===== config.mk =====
export PLATFORM = sky130hd
export DESIGN_NAME = base64_stream_encoder_flat
export DESIGN_NICKNAME = d
export VERILOG_FILES = /design/src/design/b64e_pkg.sv /design/src/design/b64e_if.sv /design/src/design/base64_stream_encoder.sv /design/src/design/b64e_regs.sv /design/src/design/b64e_encode.sv /design/src/design/b64e_serializer.sv /design/src/flat_wrapper.sv
export SDC_FILE = /design/constraint.sdc
export NUM_CORES = 1
export LEC_CHECK = 0
export ABC_AREA = 1
export BUFFER_PORTS_ARGS = -buffer_cell sky130_fd_sc_hd__buf_2
export CAP_MARGIN = 0
export CORE_MARGIN = 10
export CORE_UTILIZATION = 40
export CTS_CLUSTER_DIAMETER = 30
export CTS_CLUSTER_SIZE = 24
export DETAILED_ROUTE_END_ITERATION = 10
export PLACE_DENSITY = 0.62
export SYNTH_ARGS = -nofsm -noshare
export SYNTH_HDL_FRONTEND = slang
export SYNTH_SLANG_ARGS = --single-unit

===== constraint.sdc =====
create_clock -name clk -period 2.45 [get_ports clk]
set_input_delay 0.3675 -clock clk [delete_from_list [all_inputs] [get_ports clk]]
set_output_delay 0.3675 -clock clk [all_outputs]
set_load 0.03 [all_outputs]

===== src/design/b64e_pkg.sv =====
`timescale 1ns / 1ps
// ----------------------------------------------------------------------------
// b64e_pkg
// Shared types, constants and the Base64 symbol map for the stream encoder.
// ----------------------------------------------------------------------------
package b64e_pkg;

  localparam int unsigned GROUPS_PER_LINE = 19;
  localparam int unsigned LINE_CNT_W      = 5;
  localparam int unsigned PADDR_W         = 3;

  localparam logic [7:0] CHAR_PAD     = 8'h3D;
  localparam logic [7:0] CHAR_NEWLINE = 8'h0A;
  localparam logic [7:0] CHAR_PLUS    = 8'h2B;
  localparam logic [7:0] CHAR_SLASH   = 8'h2F;

  // word index of the line wrap enable register
  localparam logic REG_WRAP = 1'b0;

  // position of the next byte within its 3-byte group
  typedef enum logic [1:0] {
    POS0 = 2'd0,
    POS1 = 2'd1,
    POS2 = 2'd2
  } pos_t;

  // up to four characters produced by one byte; last_idx = count - 1
  typedef struct packed {
    logic [3:0][7:0] chars;
    logic [1:0]      last_idx;
  } group_t;

  function automatic logic [7:0] sym(input logic [5:0] v);
    logic [7:0] w;
    w = {2'b00, v};
    if (v < 6'd26) begin
      return w + 8'd65;          // 'A'..'Z'
    end else if (v < 6'd52) begin
      return w + 8'd71;          // 'a'..'z'
    end else if (v < 6'd62) begin
      return w - 8'd4;           // '0'..'9'
    end else if (v == 6'd62) begin
      return CHAR_PLUS;
    end else begin
      return CHAR_SLASH;
    end
  endfunction

endpackage


===== src/design/b64e_if.sv =====
`timescale 1ns / 1ps
// ----------------------------------------------------------------------------
// b64e_if
// Valid/ready channels: raw byte input and character output.
// ----------------------------------------------------------------------------
interface b64e_in_if;
  logic       valid;
  logic       ready;
  logic [7:0] data_byte;
  logic       last_byte;

  modport source (output valid, output data_byte, output last_byte, input ready);
  modport sink   (input valid, input data_byte, input last_byte, output ready);
endinterface

interface b64e_out_if;
  logic       valid;
  logic       ready;
  logic [7:0] out_char;
  logic       out_last;

  modport source (output valid, output out_char, output out_last, input ready);
  modport sink   (input valid, input out_char, input out_last, output ready);
endinterface


===== src/design/base64_stream_encoder.sv =====
`timescale 1ns / 1ps
// ----------------------------------------------------------------------------
// base64_stream_encoder
// Streaming Base64 encoder, standard alphabet, with optional 76-column wrap.
// ----------------------------------------------------------------------------
// Path: a byte accepted on the input passes through the input register, then
//   the character group register, before its first character is on the output.
// Throughput: one character per cycle while the output is ready; a new byte is
//   taken once the previous byte's group loads, and a byte makes 1-4 characters.
// Reset (rst, synchronous): clears group position, leftover bits, line count,
//   the wrap enable and all valid flags; no clearing pass.
module base64_stream_encoder (
  input  logic                          clk,
  input  logic                          rst,
  b64e_in_if.sink                       in,
  b64e_out_if.source                    out,
  input  logic                          psel,
  input  logic                          penable,
  input  logic                          pwrite,
  input  logic [b64e_pkg::PADDR_W-1:0]  paddr,
  input  logic [31:0]                   pwdata,
  output logic [31:0]                   prdata,
  output logic                          pready
);

  logic             wrap_en;
  logic             grp_valid;
  logic             grp_ready;
  b64e_pkg::group_t grp;

  b64e_regs u_regs (
    .clk        (clk),
    .rst        (rst),
    .psel       (psel),
    .penable    (penable),
    .pwrite     (pwrite),
    .paddr      (paddr),
    .pwdata     (pwdata),
    .prdata     (prdata),
    .pready     (pready),
    .wrap_en    (wrap_en)
  );

  b64e_encode u_encode (
    .clk        (clk),
    .rst        (rst),
    .wrap_en    (wrap_en),
    .in         (in),
    .grp_valid  (grp_valid),
    .grp_ready  (grp_ready),
    .grp        (grp)
  );

  b64e_serializer u_serializer (
    .clk       (clk),
    .rst       (rst),
    .grp_valid (grp_valid),
    .grp_ready (grp_ready),
    .grp       (grp),
    .out       (out)
  );

endmodule


===== src/design/b64e_regs.sv =====
`timescale 1ns / 1ps
// ----------------------------------------------------------------------------
// b64e_regs
// APB-style configuration register file (line wrap enable).
// ----------------------------------------------------------------------------
module b64e_regs (
  input  logic                          clk,
  input  logic                          rst,
  input  logic                          psel,
  input  logic                          penable,
  input  logic                          pwrite,
  input  logic [b64e_pkg::PADDR_W-1:0]  paddr,
  input  logic [31:0]                   pwdata,
  output logic [31:0]                   prdata,
  output logic                          pready,
  output logic                          wrap_en
);

  logic wr_en;
  logic hit_wrap;

  // byte lanes are ignored; decode on the word index
  assign hit_wrap = (paddr[2] == b64e_pkg::REG_WRAP);
  assign wr_en    = psel && penable && pwrite && hit_wrap;
  assign pready   = 1'b1;

  always_ff @(posedge clk) begin
    if (rst) begin
      wrap_en <= 1'b0;
    end else if (wr_en) begin
      wrap_en <= pwdata[0];
    end
  end

  assign prdata = hit_wrap ? {31'd0, wrap_en} : 32'd0;

endmodule


===== src/design/b64e_encode.sv =====
`timescale 1ns / 1ps
// ----------------------------------------------------------------------------
// b64e_encode
// Input register plus group state; maps one byte to its character group.
// ----------------------------------------------------------------------------
module b64e_encode (
  input  logic                clk,
  input  logic                rst,
  input  logic                wrap_en,
  b64e_in_if.sink             in,
  output logic                grp_valid,
  input  logic                grp_ready,
  output b64e_pkg::group_t    grp
);

  logic       a_valid;
  logic [7:0] a_data;
  logic       a_last;
  logic       a_move;

  b64e_pkg::pos_t                     pos;
  b64e_pkg::pos_t                     pos_next;
  logic [3:0]                         leftover;
  logic [3:0]                         leftover_next;
  logic [b64e_pkg::LINE_CNT_W-1:0]    line_cnt;
  logic [b64e_pkg::LINE_CNT_W-1:0]    line_cnt_next;
  logic [b64e_pkg::LINE_CNT_W-1:0]    line_inc;

  assign a_move    = a_valid && grp_ready;
  assign in.ready  = !a_valid || grp_ready;
  assign grp_valid = a_valid;

  always_ff @(posedge clk) begin
    if (rst) begin
      a_valid <= 1'b0;
    end else if (in.ready) begin
      a_valid <= in.valid;
    end
  end

  always_ff @(posedge clk) begin
    if (in.valid && in.ready) begin
      a_data <= in.data_byte;
      a_last <= in.last_byte;
    end
  end

  always_comb begin
    grp           = '0;
    pos_next      = pos;
    leftover_next = leftover;
    line_cnt_next = line_cnt;
    line_inc      = line_cnt + b64e_pkg::LINE_CNT_W'(1);
    unique case (pos)
      b64e_pkg::POS1: begin
        grp.chars[0]  = b64e_pkg::sym({leftover[1:0], a_data[7:4]});
        leftover_next = a_data[3:0];
        pos_next      = b64e_pkg::POS2;
        if (a_last) begin
          grp.chars[1] = b64e_pkg::sym({a_data[3:0], 2'b00});
          grp.chars[2] = b64e_pkg::CHAR_PAD;
          grp.last_idx = 2'd2;
        end
      end
      b64e_pkg::POS2: begin
        grp.chars[0]  = b64e_pkg::sym({leftover, a_data[7:6]});
        grp.chars[1]  = b64e_pkg::sym(a_data[5:0]);
        grp.last_idx  = 2'd1;
        leftover_next = 4'd0;
        pos_next      = b64e_pkg::POS0;
        line_cnt_next = line_inc;
        if (line_inc >= b64e_pkg::LINE_CNT_W'(b64e_pkg::GROUPS_PER_LINE)) begin
          line_cnt_next = '0;
          if (wrap_en) begin
            grp.chars[2] = b64e_pkg::CHAR_NEWLINE;
            grp.last_idx = 2'd2;
          end
        end
      end
      default: begin
        grp.chars[0]  = b64e_pkg::sym(a_data[7:2]);
        leftover_next = {2'b00, a_data[1:0]};
        pos_next      = b64e_pkg::POS1;
        if (a_last) begin
          grp.chars[1] = b64e_pkg::sym({a_data[1:0], 4'b0000});
          grp.chars[2] = b64e_pkg::CHAR_PAD;
          grp.chars[3] = b64e_pkg::CHAR_PAD;
          grp.last_idx = 2'd3;
        end
      end
    endcase
    // end of message: next byte starts a fresh group and line
    if (a_last) begin
      pos_next      = b64e_pkg::POS0;
      leftover_next = 4'd0;
      line_cnt_next = '0;
    end
  end

  always_ff @(posedge clk) begin
    if (rst) begin
      pos      <= b64e_pkg::POS0;
      leftover <= 4'd0;
      line_cnt <= '0;
    end else if (a_move) begin
      pos      <= pos_next;
      leftover <= leftover_next;
      line_cnt <= line_cnt_next;
    end
  end

  a_last_clears: assert property (@(posedge clk) disable iff (rst)
    a_move && a_last |=> pos == b64e_pkg::POS0 && leftover == 4'd0 && line_cnt == '0)
    else $error("state not cleared after final byte");

  line_cnt_range: assert property (@(posedge clk) disable iff (rst)
    line_cnt < b64e_pkg::LINE_CNT_W'(b64e_pkg::GROUPS_PER_LINE))
    else $error("line group count out of range");

  leftover_pos1: assert property (@(posedge clk) disable iff (rst)
    pos == b64e_pkg::POS1 |-> leftover[3:2] == 2'b00)
    else $error("leftover holds more than two bits after first byte");

endmodule


===== src/design/b64e_serializer.sv =====
`timescale 1ns / 1ps
// ----------------------------------------------------------------------------
// b64e_serializer
// Result register holding one character group; sends one character per beat.
// ----------------------------------------------------------------------------
module b64e_serializer (
  input  logic              clk,
  input  logic              rst,
  input  logic              grp_valid,
  output logic              grp_ready,
  input  b64e_pkg::group_t  grp,
  b64e_out_if.source        out
);

  logic             b_valid;
  b64e_pkg::group_t buf_grp;
  logic [1:0]       idx;
  logic             at_end;
  logic             take;

  assign at_end    = (idx == buf_grp.last_idx);
  // a new group may load in the cycle the final character leaves
  assign grp_ready = !b_valid || (out.ready && at_end);
  assign take      = grp_valid && grp_ready;

  always_ff @(posedge clk) begin
    if (rst) begin
      b_valid <= 1'b0;
      idx     <= 2'd0;
    end else if (take) begin
      b_valid <= 1'b1;
      idx     <= 2'd0;
    end else if (b_valid && out.ready) begin
      if (at_end) begin
        b_valid <= 1'b0;
      end else begin
        idx <= idx + 2'd1;
      end
    end
  end

  always_ff @(posedge clk) begin
    if (take) begin
      buf_grp <= grp;
    end
  end

  assign out.valid    = b_valid;
  assign out.out_char = buf_grp.chars[idx];
  assign out.out_last = at_end;

  idx_in_group: assert property (@(posedge clk) disable iff (rst)
    b_valid |-> idx <= buf_grp.last_idx)
    else $error("character index past end of group");

endmodule


===== src/flat_wrapper.sv =====
// flat-port wrapper written by rule: the top's interface ports become plain ports
module base64_stream_encoder_flat 
  (clk, rst, psel, penable, pwrite, paddr, pwdata, prdata, pready, in_valid, in_data_byte, in_last_byte, in_ready, out_valid, out_out_char, out_out_last, out_ready);
  b64e_in_if in_i ();
  b64e_out_if out_i ();
  input  logic clk;
  input  logic rst;
  input  logic psel;
  input  logic penable;
  input  logic pwrite;
  input  logic [b64e_pkg::PADDR_W-1:0] paddr;
  input  logic [31:0] pwdata;
  output logic [31:0] prdata;
  output logic pready;
  input wire logic [$bits(in_i.valid)-1:0] in_valid;
  input wire logic [$bits(in_i.data_byte)-1:0] in_data_byte;
  input wire logic [$bits(in_i.last_byte)-1:0] in_last_byte;
  output wire logic [$bits(in_i.ready)-1:0] in_ready;
  output wire logic [$bits(out_i.valid)-1:0] out_valid;
  output wire logic [$bits(out_i.out_char)-1:0] out_out_char;
  output wire logic [$bits(out_i.out_last)-1:0] out_out_last;
  input wire logic [$bits(out_i.ready)-1:0] out_ready;
  assign in_i.valid = in_valid;
  assign in_i.data_byte = in_data_byte;
  assign in_i.last_byte = in_last_byte;
  assign in_ready = in_i.ready;
  assign out_valid = out_i.valid;
  assign out_out_char = out_i.out_char;
  assign out_out_last = out_i.out_last;
  assign out_i.ready = out_ready;
  base64_stream_encoder u_core (.clk(clk), .rst(rst), .in(in_i), .out(out_i), .psel(psel), .penable(penable), .pwrite(pwrite), .paddr(paddr), .pwdata(pwdata), .prdata(prdata), .pready(pready));
endmodule

==> flow_summary.yaml, run 1 <==
setup_path:
  end_kind: "flip-flop"
  cp_max_fo: 8
  cp.required_ps: 2520
  worst_ep_arrival_time_ps: 2260
  crit_type: "flip-flop to flip-flop"
  crit_path_start_kind: "flip-flop"
timing:
  slew_violations: 0
  fin_crit_sh_pct: 89.3
  hold_viol_final: 0
  period_minus_slack_ps: 2190
  final-setup-viol-count: 0
  rsz0062_at_grt: "false"
  fin_worst_skew_ps: 7.49
  tns_ps: 0
  max_freq_mhz: 457
  worst_slack_ps: 262
yosys:
  synth_cell_types: 40
  yosys-top-cells-count: "nand2_1 (164), inv_1 (68), nand3_1 (65), nor2_1 (56), o21ai_0 (40)"
  ys_warn_count: 0
  synth_xor_xnor_area_share_pct: 3.10
  synth_top_area_share_pct: 21.3
  synthAdderAreaFrac_pct: 7.39
  synth_compound_area_share_pct: 12.4
  synth_top_family_by_area: "simple AND/OR/NAND/NOR gates"
  synth-edff-count: 30
  yosysMostFrequentCell: "nand2_1"
  avgSynthCellArea_um2: 6.79
  synth_mux_area_share_pct: 0
  ys_ff_latch: 46
  syn_inst: 623
  ys_top_cells_by_area: "edfxtp_1 (21%), nand2_1 (15%), nand3_1 (7.7%)"
  synth_area_um2: 4230
  yosysSeqAreaShare_pct: 28.9
  yosysTopAreaCell: "edfxtp_1"
  yosys.area_share.simple_pct: 33.0
  async_flop_share_pct: 0
  synthFlopType: "edfxtp_1"
floorplan:
  rows: 37
  fp.dieArea_um2: 15100
  io_pins: 95
  fp.coreArea_um2: 10300
  fp.dieW_um: 123
  start_util_pct: 41.0
  fp.dieH_um: 123
cts:
  cts.sinks: 46
  cts.clk_slew.worst_paths_ps: 100
  cts_repair_resize_count: 0
  cts_buffers: 5
  clockRootBuffer: "clkbuf_8"
  holdBufCountCts: 0
  clock_latency_ps: 310
  post_cts_buffers: 0
  clockBufferDepth: 2
  cts_tree: "yes"
  htree_num_levels: 2
routing:
  vias_per_cell: 4.98
  ant_nets: 0
  drtIter0Drc: 343
  wl_per_cell_um: 14.0
  totalWireLength_um: 11100
  post-route-drc-count: 0
  dr_total_vias: 3970
  dr.pass1.iters: 5
final_layout:
  antenna_cells: 0
  drive_gt1_share_pct: 12.0
  area_growth_pct: 7.66
  nets: 736
  post_layout_nonfiller_instances: 797
  fin_util_pct: 44.1
pwr:
  p_leak_nw: 2.17
  power.density_nw_per_um2: 427
  peakVddDrop_uv: 213
  power.total_w: 0.00195
global_route:
  grt_overflow: 0
  grt_usage_pct: 14.5
  grt_antenna_before_repair: 0
  grt_max_degree: 22
  grt_pass1_wl_um: 17800
  grt_pass1_vias: 3688
placement:
  place_ws_ps: 311
  port_buffers: 29
  hpwlAfterDp_um: 8950
  gp_congestion: 0.921
  dp.cells: 789
hold_path:
  hp-class: "input port to flip-flop"
status:
  outcome: "finished, final reports clean"
run:
  drv_cap: 0
-- worst paths after layout --
| path | startpoint | to | slack, ps | depth (start not counted) |
|---|---|---|---|---|
| min reg2reg | u_core.u_serializer.idx[1] | u_core.u_serializer.idx[1] | 520 | 2 |
| min | in_data_byte[1] | u_core.u_encode.a_data[1] | 220 | 1 |
| max reg2reg | u_core.u_encode.a_data[4] | u_core.u_serializer.buf_grp[12] | 260 | 10 |
| max | u_core.u_encode.a_data[4] | u_core.u_serializer.buf_grp[12] | 260 | 10 |
-- layout by cell type (no fill, tap or decap), types with 25 or more instances in the layout --
cell type / instances
buf_2: 29
o21ai_0: 40
edfxtp_1: 30
a21oi_1: 29
conb_1: 32
nand3_1: 65
inv_1: 68
nand2_1: 164
nor2_1: 56
ha_1: 25
-- state kept, by name, indices dropped and copies added, names as in the netlist --
name,cells
u_core.u_encode.a_data,8
u_core.u_encode.leftover,4
u_core.u_encode.grp_valid,1
u_core.u_encode.a_last,1
u_core.u_encode.line_cnt,5
u_core.u_encode.pos,2
u_core.u_serializer.out.valid,1
u_core.u_serializer.idx,2
u_core.u_serializer.buf_grp,21
u_core.u_regs.wrap_en,1
-- worst max-delay path: stages, from the launching register on --
cell and delay [ps]:
edfxtp_1 530, ha_1 440, nand2_1 130, inv_1 120, nand2_1 120, nor3_1 230, nand2_1 70, nand3_1 130
nand2_1 60, nand2_1 50, nand2_1 60
-- final cells by class --
cell class | instances | area, µm²
Fill cell | 1088 | 5770
Multi-Input combinational cell | 481 | 2480
Sequential cell | 46 | 1220
Timing Repair Buffer | 50 | 303
Inverter | 76 | 285
Tap cell | 136 | 170
Clock buffer | 5 | 68.8
Clock inverter | 3 | 23.8
-- through the flow --
stage,instance area [µm²],hold WS (ps)
after floorplan,4340,437
after global placement,4460,484
after detailed placement,4460,510
after CTS,4560,210
after global routing,4560,202
final,4560,220
-- metal layers --
layer  routed length [µm]  share of wire [%]  vias up  track usage (%)
met2                 4940                 44      139             22.4
met3                  850                7.6        8             2.25
met1                 5230                 47     1784             20.1
met4                  108               0.97        0             4.71
li1                     -                  -     2039                -
met5                    0                  0        -                0
-- kinds of logic (layout without fill, tap and decap cells) --
| group | Yosys count | count (layout) |
|---|---|---|
| xor+xnor | 15 | 15 |
| flops | 46 | 46 |
| fa+ha+maj | 25 | 25 |
| other cells | 2 | 32 |
| buf+inv | 126 | 134 |
| simple gates | 317 | 317 |
| compound gates | 92 | 92 |
-- where the power goes --
part | total (W) | internal, W | switching [W]
clock | 0.000493 | 0.000204 | 0.000289
sequential | 0.000909 | 0.000877 | 0.0000320
combinational | 0.000546 | 0.000157 | 0.000388
total | 0.00195 | 0.00124 | 0.000709
No activity file was read; power rests on OpenSTA's default activity.
==> run 2: changes to the inputs <==
Settings changed: ABC_AREA 1 to not set, REMOVE_ABC_BUFFERS set to 1.
==> run 2 against run 1 <==
Net effect:
- critical path depth is 3 lower
- final cell count is 13% lower
- count of clock-buffer cells in the layout stayed put
- register-to-register slack worse by 110 ps
- synthesized area is 1.0% lower
- clock power is 20% higher
- setup slack worse by 110 ps
- sequential power is 1% lower
- maximum frequency is 4.7% lower
- critical path type unchanged
- die area is 0.84% lower
- wire length is 4.5% higher
- utilization is 1.7 points higher
==> flow_summary.yaml, run 2 <==
setup_path:
  crit_path_start_kind: "flip-flop"
  cp_max_fo: 4
  critical_path_buf_inv_count: 1
  cp_slowest_cell: "or4b_1"
  crit_chain: "inv_1 > ha_1 > or4b_1 > or4_1 > a31oi_1 > o21ai_0 > o211ai_1"
  critPathMaxStageDelay_ps: 500
  crit_type: "flip-flop to flip-flop"
  end_kind: "flip-flop"
  cp.required_ps: 2540
  path_delay_family: "simple AND/OR/NAND/NOR gates"
  worst_ep_arrival_time_ps: 2380
routing:
  dr.pass1.iters: 5
  wl_per_cell_um: 16.8
  dr_total_vias: 3918
  post-route-drc-count: 0
  totalWireLength_um: 11600
  drtIter0Drc: 304
  ant_nets: 0
  vias_per_cell: 5.65
floorplan:
  start_util_pct: 40.8
  fp.dieW_um: 122
  rows: 37
  fp.dieArea_um2: 15000
  io_pins: 95
  fp.coreArea_um2: 10300
  fp.dieH_um: 122
cts:
  clockBufferDepth: 2
  clockRootBuffer: "clkbuf_8"
  cts_repair_resize_count: 0
  holdBufCountCts: 0
  cts.clk_slew.worst_paths_ps: 100
  post_cts_buffers: 0
  cts_buffers: 5
  clock_latency_ps: 310
  cts.sinks: 46
  htree_num_levels: 2
  cts_tree: "yes"
yosys:
  synth_mux_area_share_pct: 3.08
  avgSynthCellArea_um2: 8.26
  synth_top_area_share_pct: 21.5
  synth-edff-count: 30
  yosysMostFrequentCell: "nand2_1"
  syn_inst: 507
  synth_compound_area_share_pct: 23.9
  synth_xor_xnor_area_share_pct: 4.45
  synthFlopType: "edfxtp_1"
  synth_top_family_by_area: "compound AO/OA/AOI/OAI gates"
  synth_cell_types: 59
  yosysSeqAreaShare_pct: 29.2
  yosys.area_share.simple_pct: 20.3
  ys_top_cells_by_area: "edfxtp_1 (22%), dfxtp_1 (7.6%), ha_1 (7.5%)"
  async_flop_share_pct: 0
  ys_warn_count: 0
  yosys-top-cells-count: "nand2_1 (43), a21oi_1 (41), buf_4 (32), o21ai_0 (31)"
  synth_area_um2: 4190
  synthAdderAreaFrac_pct: 7.47
  yosysTopAreaCell: "edfxtp_1"
  ys_ff_latch: 46
final_layout:
  fin_util_pct: 45.9
  largest_register_ffs: 21
  area_growth_pct: 12.5
  final_cell_mix: "buf_4 (49), nand2_1 (43), a21oi_1 (41), conb_1 (32), o21ai_0 (31)"
  largestRegisters: "u_core.u_serializer.buf_grp: 21 flops, u_core.u_encode.a_data: 8 flops, u_core.u_encode.line_cnt: 5 flops"
  post_layout_nonfiller_instances: 693
  drive_gt1_share_pct: 17.6
  nets: 632
  largest-register: "u_core.u_serializer.buf_grp"
  fillers: 998
  antenna_cells: 0
  mostFrequentLayoutCell: "buf_4"
timing:
  fin_worst_skew_ps: 12.2
  tns_ps: 0
  worst_slack_ps: 155
  slew_violations: 0
  rsz0062_at_grt: "false"
  fin_crit_sh_pct: 93.7
  max_freq_mhz: 436
  period_minus_slack_ps: 2300
  final-setup-viol-count: 0
  hold_viol_final: 0
global_route:
  grt_usage_pct: 15.5
  grt_pass1_wl_um: 19000
  grt_overflow: 0
  grt_pass1_vias: 3762
  grt_max_degree: 29
  grt_antenna_before_repair: 0
pwr:
  p_leak_nw: 1.83
  power.density_nw_per_um2: 438
  peakVddDrop_uv: 240
hold_path:
  hp-class: "input port to flip-flop"
placement:
  gp_congestion: 0.934
  place_ws_ps: 202
  port_buffers: 29
  hpwlAfterDp_um: 9190
  dp.cells: 685
run:
  drv_cap: 0
status:
  outcome: "finished, final reports clean"
run 2: cell count changes after synthesis, sizes merged, moves of 12 or more:
cell / previous run / this run
a21oi: 29 / 41
nand2: 168 / 43
buf: 48 / 36
clkbuf: 2 / 30
nor2: 63 / 23
inv: 74 / 23
nand3: 67 / 24
o21ai: 43 / 31
run 2: logic make-up (layout without fill, tap and decap cells):
group	Yosys count	count (layout)
muxes	11	11
AOI/OAI and AO/OA	151	151
adders and majority gates	25	25
DFF	46	46
and+or+nand+nor	163	163
xor gates and xnor gates	17	17
other	2	32
buffers and inverters	92	112
run 2: path summary, 6_finish.rpt:
path                                             startpoint                              end  slack (ps)  cells after the start
worst max-delay path              u_core.u_encode.a_data[1]  u_core.u_serializer.buf_grp[15]         150                      7
worst min-delay path                        in_data_byte[7]        u_core.u_encode.a_data[7]         230                      1
worst max register to register    u_core.u_encode.a_data[1]  u_core.u_serializer.buf_grp[15]         150                      7
worst min register to register  u_core.u_encode.line_cnt[4]      u_core.u_encode.line_cnt[4]         490                      2
run 2: cell type report:
class	instances	area, µm²	share of cell area [%]
multi-input combinational	399	2600	55.1
tap	136	170	3.61
sequential	46	1220	25.9
inverter	26	97.6	2.07
clock inverter	3	43.8	0.929
timing repair buffer	78	513	10.9
clock buffer	5	68.8	1.46
run 2: power by group:
part	internal (W)	leakage, nW	switching (W)
clock	0.000306	0.0585	0.000287
sequential	0.000870	0.415	0.0000255
combinational	0.000197	1.36	0.000378
total	0.00137	1.83	0.000690
run 2: worst register-to-register path, delay by kind of cell, from the launching register on:
kind | cells | cell delay (ps)
buffers and inverters | 1 | 70
DFF | 1 | 410
adders and majority gates | 1 | 190
AOI/OAI and AO/OA | 3 | 490
and+or+nand+nor | 2 | 910
run 2: routing by layer:
layer	global-route usage, %	part of all wire, %	up-vias
met2	24.9	44	161
met4	3.02	1.3	0
met5	0	0	-
met1	21.6	47	1834
met3	2.25	7.5	18
li1	-	-	1905
run 2: stage by stage:
stage                     total power, W  hold slack (ps)  instance area (µm²)
after global routing             0.00217              223                 4710
after global placement           0.00148              454                 4600
after floorplan                  0.00129              437                 3920
final                            0.00206              226                 4710
after CTS                        0.00207              220                 4710
after detailed placement         0.00148              475                 4600
